[src/sv/nmea_pkg.sv]
// Shared types, codes and helpers for the NMEA sentence checksum checker.
// Used by the channel interfaces, the step logic and the top level.
package nmea_pkg;

	localparam int unsigned BYTE_W = 8;
	localparam int unsigned NIB_W  = 4;
	localparam int unsigned STAT_W = 3;

	localparam logic [BYTE_W-1:0] CH_DOLLAR = 8'h24;  // '$'
	localparam logic [BYTE_W-1:0] CH_STAR   = 8'h2A;  // '*'
	localparam logic [BYTE_W-1:0] CH_0      = 8'h30;
	localparam logic [BYTE_W-1:0] CH_9      = 8'h39;
	localparam logic [BYTE_W-1:0] CH_UA     = 8'h41;
	localparam logic [BYTE_W-1:0] CH_UF     = 8'h46;
	localparam logic [BYTE_W-1:0] CH_LA     = 8'h61;
	localparam logic [BYTE_W-1:0] CH_LF     = 8'h66;

	localparam logic [BYTE_W-1:0] MAX_BODY_LEN_RST = 8'd80;

	// Word kinds on the result channel
	localparam logic KIND_BODY = 1'b0;
	localparam logic KIND_END  = 1'b1;

	typedef enum logic [STAT_W-1:0] {
		ST_OK       = 3'd0,
		ST_MISMATCH = 3'd1,
		ST_EMPTY    = 3'd2,
		ST_BADHEX   = 3'd3,
		ST_TOOLONG  = 3'd4,
		ST_RESTART  = 3'd5,
		ST_CUTOFF   = 3'd6
	} status_t;

	typedef enum logic [3:0] {
		PH_IDLE = 4'b0001,
		PH_BODY = 4'b0010,
		PH_HEX1 = 4'b0100,
		PH_HEX2 = 4'b1000
	} phase_t;

	typedef struct packed {
		phase_t            phase;
		logic [BYTE_W-1:0] running_xor;
		logic [BYTE_W-1:0] body_count;
		logic [NIB_W-1:0]  high_nibble;
	} chk_state_t;

	typedef struct packed {
		logic              out_kind;
		logic [BYTE_W-1:0] body_byte;
		logic [STAT_W-1:0] end_status;
		logic [BYTE_W-1:0] computed_sum;
		logic [BYTE_W-1:0] received_sum;
	} chk_result_t;

	typedef struct packed {
		logic             ok;
		logic [NIB_W-1:0] value;
	} hex_digit_t;

	// Decode one ASCII hex digit, either case
	function automatic hex_digit_t hex_decode(input logic [BYTE_W-1:0] c);
		hex_digit_t d;
		logic [BYTE_W-1:0] diff;
		d = '0;
		diff = '0;
		if (c >= CH_0 && c <= CH_9) begin
			diff = c - CH_0;
			d.ok = 1'b1;
			d.value = diff[NIB_W-1:0];
		end else if (c >= CH_UA && c <= CH_UF) begin
			diff = c - CH_UA + 8'd10;
			d.ok = 1'b1;
			d.value = diff[NIB_W-1:0];
		end else if (c >= CH_LA && c <= CH_LF) begin
			diff = c - CH_LA + 8'd10;
			d.ok = 1'b1;
			d.value = diff[NIB_W-1:0];
		end
		return d;
	endfunction

endpackage

[src/sv/nmea_if.sv]
// Valid/ready channel interfaces for received bytes and checker results.
// Depends on nmea_pkg for field widths.
interface nmea_in_if;
	import nmea_pkg::*;
	logic              valid;
	logic              ready;
	logic [BYTE_W-1:0] rx_byte;
	logic              chunk_last;
	modport source (output valid, output rx_byte, output chunk_last, input ready);
	modport sink   (input valid, input rx_byte, input chunk_last, output ready);
endinterface

interface nmea_out_if;
	import nmea_pkg::*;
	logic              valid;
	logic              ready;
	logic              out_kind;
	logic [BYTE_W-1:0] body_byte;
	logic [STAT_W-1:0] end_status;
	logic [BYTE_W-1:0] computed_sum;
	logic [BYTE_W-1:0] received_sum;
	modport source (output valid, output out_kind, output body_byte, output end_status,
		output computed_sum, output received_sum, input ready);
	modport sink   (input valid, input out_kind, input body_byte, input end_status,
		input computed_sum, input received_sum, output ready);
endinterface

[src/sv/nmea_step.sv]
// Per-byte next-state and result logic of the sentence checker.
// Depends on nmea_pkg (state and result structs, hex decoder, codes).
module nmea_step (
	input  nmea_pkg::chk_state_t          cur,
	input  logic [nmea_pkg::BYTE_W-1:0]   rx_byte,
	input  logic                          chunk_last,
	input  logic [nmea_pkg::BYTE_W-1:0]   max_body_len,
	output nmea_pkg::chk_state_t          nxt,
	output logic                          emit,
	output nmea_pkg::chk_result_t         res
);
	import nmea_pkg::*;

	hex_digit_t hd;

	assign hd = hex_decode(rx_byte);

	always_comb begin
		nxt  = cur;
		emit = 1'b0;
		res  = '0;

		if (rx_byte == CH_DOLLAR) begin
			// restart: close an open sentence, then open a fresh one
			if (cur.phase != PH_IDLE) begin
				emit = 1'b1;
				res.out_kind = KIND_END;
				res.end_status = ST_RESTART;
				res.computed_sum = cur.running_xor;
			end
			nxt.phase = PH_BODY;
			nxt.running_xor = '0;
			nxt.body_count = '0;
			nxt.high_nibble = '0;
		end else begin
			unique case (cur.phase)
				PH_BODY: begin
					if (rx_byte == CH_STAR) begin
						if (cur.body_count == '0) begin
							emit = 1'b1;
							res.out_kind = KIND_END;
							res.end_status = ST_EMPTY;
							res.computed_sum = cur.running_xor;
							nxt.phase = PH_IDLE;
						end else begin
							nxt.phase = PH_HEX1;
						end
					end else if (cur.body_count >= max_body_len) begin
						emit = 1'b1;
						res.out_kind = KIND_END;
						res.end_status = ST_TOOLONG;
						res.computed_sum = cur.running_xor;
						nxt.phase = PH_IDLE;
					end else begin
						// accumulate the body byte, and forward it unless it ends the buffer
						nxt.running_xor = cur.running_xor ^ rx_byte;
						nxt.body_count = cur.body_count + 8'd1;
						if (!chunk_last) begin
							emit = 1'b1;
							res.out_kind = KIND_BODY;
							res.body_byte = rx_byte;
							res.computed_sum = cur.running_xor ^ rx_byte;
						end
					end
				end
				PH_HEX1: begin
					if (!hd.ok) begin
						emit = 1'b1;
						res.out_kind = KIND_END;
						res.end_status = ST_BADHEX;
						res.computed_sum = cur.running_xor;
						nxt.phase = PH_IDLE;
					end else begin
						nxt.high_nibble = hd.value;
						nxt.phase = PH_HEX2;
					end
				end
				PH_HEX2: begin
					emit = 1'b1;
					res.out_kind = KIND_END;
					res.computed_sum = cur.running_xor;
					if (!hd.ok) begin
						res.end_status = ST_BADHEX;
					end else begin
						res.received_sum = {cur.high_nibble, hd.value};
						res.end_status = ({cur.high_nibble, hd.value} == cur.running_xor)
							? ST_OK : ST_MISMATCH;
					end
					nxt.phase = PH_IDLE;
				end
				default: begin
					// idle: drop bytes outside a sentence
				end
			endcase
		end

		// buffer end abandons an open sentence
		if (chunk_last && nxt.phase != PH_IDLE) begin
			if (!emit) begin
				emit = 1'b1;
				res = '0;
				res.out_kind = KIND_END;
				res.end_status = ST_CUTOFF;
				res.computed_sum = nxt.running_xor;
			end
			nxt.phase = PH_IDLE;
		end
	end

endmodule

[src/sv/nmea_sentence_checker_top.sv]
// Top level of the NMEA sentence checksum checker: state, config and result registers.
// Depends on nmea_pkg, nmea_if (channel interfaces) and nmea_step.
//
//  channel  dir  word                                   accepted when
//  rx       in   rx_byte, chunk_last                    rx.valid && rx.ready
//  sent     out  out_kind, body_byte, end_status,       sent.valid && sent.ready
//                computed_sum, received_sum
//  cfg      in   cfg_wr_data (max_body_len)             cfg_wr_en
//
// One byte per cycle while rx.ready is high: each accepted word updates the sentence state, and an
// emitting word loads the result register in the same cycle, through the nmea_step logic.
// rx.ready is high while the result register is empty or being taken this cycle,
// so a stall on sent holds back at most one word.
// Reset brings the checker idle with max_body_len at 80.
module nmea_sentence_checker_top (
	input  logic                        clk,
	input  logic                        arst_n,
	nmea_in_if.sink                     rx,
	nmea_out_if.source                  sent,
	input  logic                        cfg_wr_en,
	input  logic [nmea_pkg::BYTE_W-1:0] cfg_wr_data
);
	import nmea_pkg::*;

	chk_state_t        state_q;
	chk_state_t        state_nxt;
	chk_result_t       res_q;
	chk_result_t       res_nxt;
	logic              res_valid_q;
	logic              emit;
	logic              in_acc;
	logic [BYTE_W-1:0] max_len_q;

	assign rx.ready = !res_valid_q || sent.ready;
	assign in_acc   = rx.valid && rx.ready;

	nmea_step u_step (
		.cur          (state_q),
		.rx_byte      (rx.rx_byte),
		.chunk_last   (rx.chunk_last),
		.max_body_len (max_len_q),
		.nxt          (state_nxt),
		.emit         (emit),
		.res          (res_nxt)
	);

	// hold the body length limit
	always_ff @(posedge clk or negedge arst_n) begin
		if (!arst_n) begin
			max_len_q <= MAX_BODY_LEN_RST;
		end else if (cfg_wr_en) begin
			max_len_q <= cfg_wr_data;
		end
	end

	// advance the sentence state on each accepted word
	always_ff @(posedge clk or negedge arst_n) begin
		if (!arst_n) begin
			state_q.phase       <= PH_IDLE;
			state_q.running_xor <= '0;
			state_q.body_count  <= '0;
			state_q.high_nibble <= '0;
		end else if (in_acc) begin
			state_q <= state_nxt;
		end
	end

	// result valid: load on an emitting word, drop when taken
	always_ff @(posedge clk or negedge arst_n) begin
		if (!arst_n) begin
			res_valid_q <= 1'b0;
		end else if (in_acc) begin
			res_valid_q <= emit;
		end else if (sent.ready) begin
			res_valid_q <= 1'b0;
		end
	end

	// result payload
	always_ff @(posedge clk) begin
		if (in_acc && emit) begin
			res_q <= res_nxt;
		end
	end

	assign sent.valid        = res_valid_q;
	assign sent.out_kind     = res_q.out_kind;
	assign sent.body_byte    = res_q.body_byte;
	assign sent.end_status   = res_q.end_status;
	assign sent.computed_sum = res_q.computed_sum;
	assign sent.received_sum = res_q.received_sum;

endmodule
[src/flat_wrapper.sv]
// flat-port wrapper written by rule: the top's interface ports become plain ports
module nmea_sentence_checker_top_flat import nmea_pkg::*;
  (clk, arst_n, cfg_wr_en, cfg_wr_data, rx_valid, rx_rx_byte, rx_chunk_last, rx_ready, sent_valid, sent_out_kind, sent_body_byte, sent_end_status, sent_computed_sum, sent_received_sum, sent_ready);
  nmea_in_if rx_i ();
  nmea_out_if sent_i ();
  input  logic clk;
  input  logic arst_n;
  input  logic cfg_wr_en;
  input  logic [nmea_pkg::BYTE_W-1:0] cfg_wr_data;
  input wire logic [$bits(rx_i.valid)-1:0] rx_valid;
  input wire logic [$bits(rx_i.rx_byte)-1:0] rx_rx_byte;
  input wire logic [$bits(rx_i.chunk_last)-1:0] rx_chunk_last;
  output wire logic [$bits(rx_i.ready)-1:0] rx_ready;
  output wire logic [$bits(sent_i.valid)-1:0] sent_valid;
  output wire logic [$bits(sent_i.out_kind)-1:0] sent_out_kind;
  output wire logic [$bits(sent_i.body_byte)-1:0] sent_body_byte;
  output wire logic [$bits(sent_i.end_status)-1:0] sent_end_status;
  output wire logic [$bits(sent_i.computed_sum)-1:0] sent_computed_sum;
  output wire logic [$bits(sent_i.received_sum)-1:0] sent_received_sum;
  input wire logic [$bits(sent_i.ready)-1:0] sent_ready;
  assign rx_i.valid = rx_valid;
  assign rx_i.rx_byte = rx_rx_byte;
  assign rx_i.chunk_last = rx_chunk_last;
  assign rx_ready = rx_i.ready;
  assign sent_valid = sent_i.valid;
  assign sent_out_kind = sent_i.out_kind;
  assign sent_body_byte = sent_i.body_byte;
  assign sent_end_status = sent_i.end_status;
  assign sent_computed_sum = sent_i.computed_sum;
  assign sent_received_sum = sent_i.received_sum;
  assign sent_i.ready = sent_ready;
  nmea_sentence_checker_top u_core (.clk(clk), .arst_n(arst_n), .rx(rx_i), .sent(sent_i), .cfg_wr_en(cfg_wr_en), .cfg_wr_data(cfg_wr_data));
endmodule
[config.mk]
export PLATFORM = sky130hd
export DESIGN_NAME = nmea_sentence_checker_top_flat
export DESIGN_NICKNAME = d
export VERILOG_FILES = /design/src/sv/nmea_pkg.sv /design/src/sv/nmea_if.sv /design/src/sv/nmea_step.sv /design/src/sv/nmea_sentence_checker_top.sv /design/src/flat_wrapper.sv
export SDC_FILE = /design/constraint.sdc
export NUM_CORES = 1
export LEC_CHECK = 0
export BUFFER_PORTS_ARGS = -buffer_cell sky130_fd_sc_hd__buf_2
export CORE_AREA = 2 2 107 109
export DETAILED_ROUTE_END_ITERATION = 7
export DIE_AREA = 0 0 109 111
export GPL_ROUTABILITY_DRIVEN = 1
export HOLD_SLACK_MARGIN = 0.06
export PLACE_DENSITY = 0.54
export SLEW_MARGIN = 20
export SYNTH_ARGS = -nofsm -noshare
export SYNTH_HDL_FRONTEND = slang
export SYNTH_SLANG_ARGS = --single-unit
[constraint.sdc]
create_clock -name clk -period 5.3 [get_ports clk]
set_input_delay 0.53 -clock clk [delete_from_list [all_inputs] [get_ports clk]]
set_output_delay 0.53 -clock clk [all_outputs]
set_load 0.03 [all_outputs]
==> impl_metrics.tcl <==
set metrics [dict create \
    synthArstFlopShare 0.541 \
    clkSinkCount 61 \
    vias 3249 \
    die_w_um 109 \
    ys_seq_elements 61 \
    io_pins 52 \
    cp_slowest_stage_delay_ns 0.51 \
    skew_ns 0.00579 \
    cts_setup_buffers 0 \
    cp_cell_sequence "inv_1, ha_1, or4_1, a21oi_1, o31ai_2, o41ai_1, a221oi_2, nand2_1, a21oi_1, nor2_2, buf_4" \
    htreeDepth 3 \
    ys_warn_count 0 \
    drive_gt1_frac 0.200 \
    ant_nets 0 \
    pwr_density_cell_mw_per_mm2 339 \
    fp.dieH_um 111 \
    initial_core_util 0.336 \
    worst_slew_pin_slew_ns 0.922 \
    crit_arrival_ns 3.52 \
    overflow 0 \
    nets 482 \
    finalHoldViolations 0 \
    hp-class "primary input to asynchronous set/reset pin" \
    dpl-instance-area_mm2 0.00410 \
    maxCapViolCount 0 \
    cp.buffers_inverters 2 \
    grt_max_degree 34 \
    max_freq_mhz 285 \
    worst_ep_required_time_ns 5.30 \
    synth-edff-count 28 \
    worst-setup-path-type "flip-flop to flip-flop" \
    area_growth_pct 18.4 \
    ys_dominant_reg_cell "dfrtp_1" \
    crit_family "compound AO/OA/AOI/OAI gates" \
    seq_area_frac_synth 0.448 \
    cts-root-buf "clkbuf_16" \
    synth_area_mm2 0.00373 \
    rsz0062_at_grt "false" \
    final.period_utilization 0.663 \
    cts_tree "built" \
    dp_hpwl_um 7520 \
    grt_pass1_wl_um 16800 \
    start_kind "flip-flop" \
    leakagePower_nw 1.88 \
    insertion_delay_ns 0.33 \
    fin_area_mm2 0.00441 \
    vdd_drop_max_uv 144 \
    setup-tns-final_ns 0 \
    port_buffers 51 \
    fin_crit_ns 3.51 \
    crit_top_cell "a21oi_1" \
    syn_nets 436 \
    cts_hold_buf 0 \
    viasPerCell 5.48 \
    dr.pass1.iters 5 \
    slew_headroom 0.383 \
    cts_resized 0 \
    dieArea_mm2 0.0121 \
    final_cell_mix "51 x buf_2, 45 x nand2_1, 36 x nor2_1" \
    grt_usage 0.179 \
    clk_path_buf_depth 2 \
    syn_avg_cell_area_um2 9.34 \
    rows 39 \
    crit_path_max_fanout 21 \
    antenna_found_initial 0 \
    antennaDiodeCount 0 \
    core_area_mm2 0.0111 \
    numCtsBuffers 9 \
    setup_viol 0 \
    drv_slew 0 \
    postSynthCellCount 399 \
    worstSetupEndpointType "flip-flop" \
    synthDistinctLibCells 62 \
    crit_slowest_cell "dfstp_2" \
    totalWireLength_um 10100 \
    drt_iter0_markers 305 \
    wl_per_cell_um 17.0 \
    layout.cells.most_common "buf_2" \
    gp_congestion 0.930 \
    grt_pass1_vias 3195 \
    outcome "completed" \
    path_clk_slew_ns 0.05 \
    drc 0 \
]
[worst reg2reg max path: stages, from the launching register on]
cell,delay (ns)
dfstp_2,0.51
inv_1,0.04
ha_1,0.20
or4_1,0.51
a21oi_1,0.20
o31ai_2,0.19
o41ai_1,0.44
a221oi_2,0.15
nand2_1,0.10
a21oi_1,0.12
nor2_2,0.36
buf_4,0.36
[state kept, by name, summed over array words and instances (netlist names)]
register,flops
u_core.sent.end_status,3
u_core.state_q,24
u_core.sent.computed_sum,8
u_core.max_len_q,8
u_core.sent.received_sum,8
u_core.sent.valid,1
u_core.sent.out_kind,1
u_core.sent.body_byte,8
[final timing paths]
kind                                          start                  endpoint  slack [ns]  cells after the start
worst max-delay path            u_core.max_len_q[4]  u_core.sent.body_byte[0]        1.79                     11
worst min-delay path                         arst_n         u_core.state_q[6]        0.29                      1
worst max register to register  u_core.max_len_q[4]  u_core.sent.body_byte[0]        1.79                     11
worst min register to register  u_core.max_len_q[4]       u_core.max_len_q[4]        0.51                      2
max in group asynchronous                    arst_n       u_core.max_len_q[7]        4.50                      1
min in group clk                     cfg_wr_data[5]       u_core.max_len_q[5]        0.41                      3
[where the power goes]
part	switching [mW]	internal, mW	total, mW
registers	0.0566	0.553	0.609
clock network	0.201	0.406	0.607
logic	0.179	0.0994	0.279
[layout make-up]
class                   count  area, um2
flip-flops and latches     61       1670
well taps                 143        179
clock inverters             6       77.6
repair buffers             53        270
multi-input cells         303       1920
clock buffers              10        229
fillers                  1096       6660
inverters                  17       63.8
[kinds of logic (layout without fill, tap and decap cells)]
family                     after synthesis  after routing  share of synthesized area
AOI/OAI and AO/OA                      117            117                      0.212
xor gates and xnor gates                17             17                     0.0400
and+or+nand+nor                        149            149                      0.198
DFF                                     61             61                      0.448
buffers and inverters                   35             86                     0.0376
adders and majority gates               15             15                     0.0504
muxes                                    5              5                     0.0144
[layer usage]
metal	global-route usage	vias to the layer above	share of wire
li1	-	1548	-
met1	0.229	1548	0.42
met2	0.298	126	0.49
met3	0.0394	27	0.065
met4	0.0607	0	0.026
met5	0	-	0
[synthesized netlist by cell type (2+ instances only)]
cell,n,area share
a211oi_1,2,0.0040
a21oi_1,30,0.040
a221oi_1,2,0.0047
a221oi_2,4,0.016
a31oi_1,3,0.0050
and2_1,10,0.017
and3_1,8,0.013
clkbuf_1,15,0.015
dfrtp_1,30,0.20
dfstp_2,3,0.021
edfxtp_1,28,0.23
ha_1,15,0.050
inv_1,17,0.017
mux2_2,2,0.0060
mux2i_1,2,0.0054
nand2_1,45,0.045
nand2b_1,3,0.0050
nand3_1,14,0.019
nand4_1,5,0.0084
nor2_1,37,0.037
nor3_1,11,0.015
nor3_2,2,0.0054
nor4_1,3,0.0050
o21a_1,2,0.0040
o21ai_0,24,0.032
o21ai_1,16,0.021
o21ai_2,2,0.0047
o21bai_1,3,0.0060
o31a_1,2,0.0047
o31ai_1,9,0.018
or3_1,3,0.0050
or4b_1,2,0.0054
xnor2_1,5,0.012
xor2_1,12,0.028
[metrics by stage]
stage	util	total power, mW	hold WS [ns]	cells	setup WS (ns)
finish	0.398	1.49	0.295	593	1.79
global route	0.398	1.58	0.364	593	1.49
CTS	0.398	1.51	0.316	593	1.56
detailed placement	0.370	0.895	0.501	577	1.58
global placement	0.370	0.892	0.505	577	1.63
floorplan	-	0.803	0.234	399	1.39
Power figures use the tool's default switching activity.
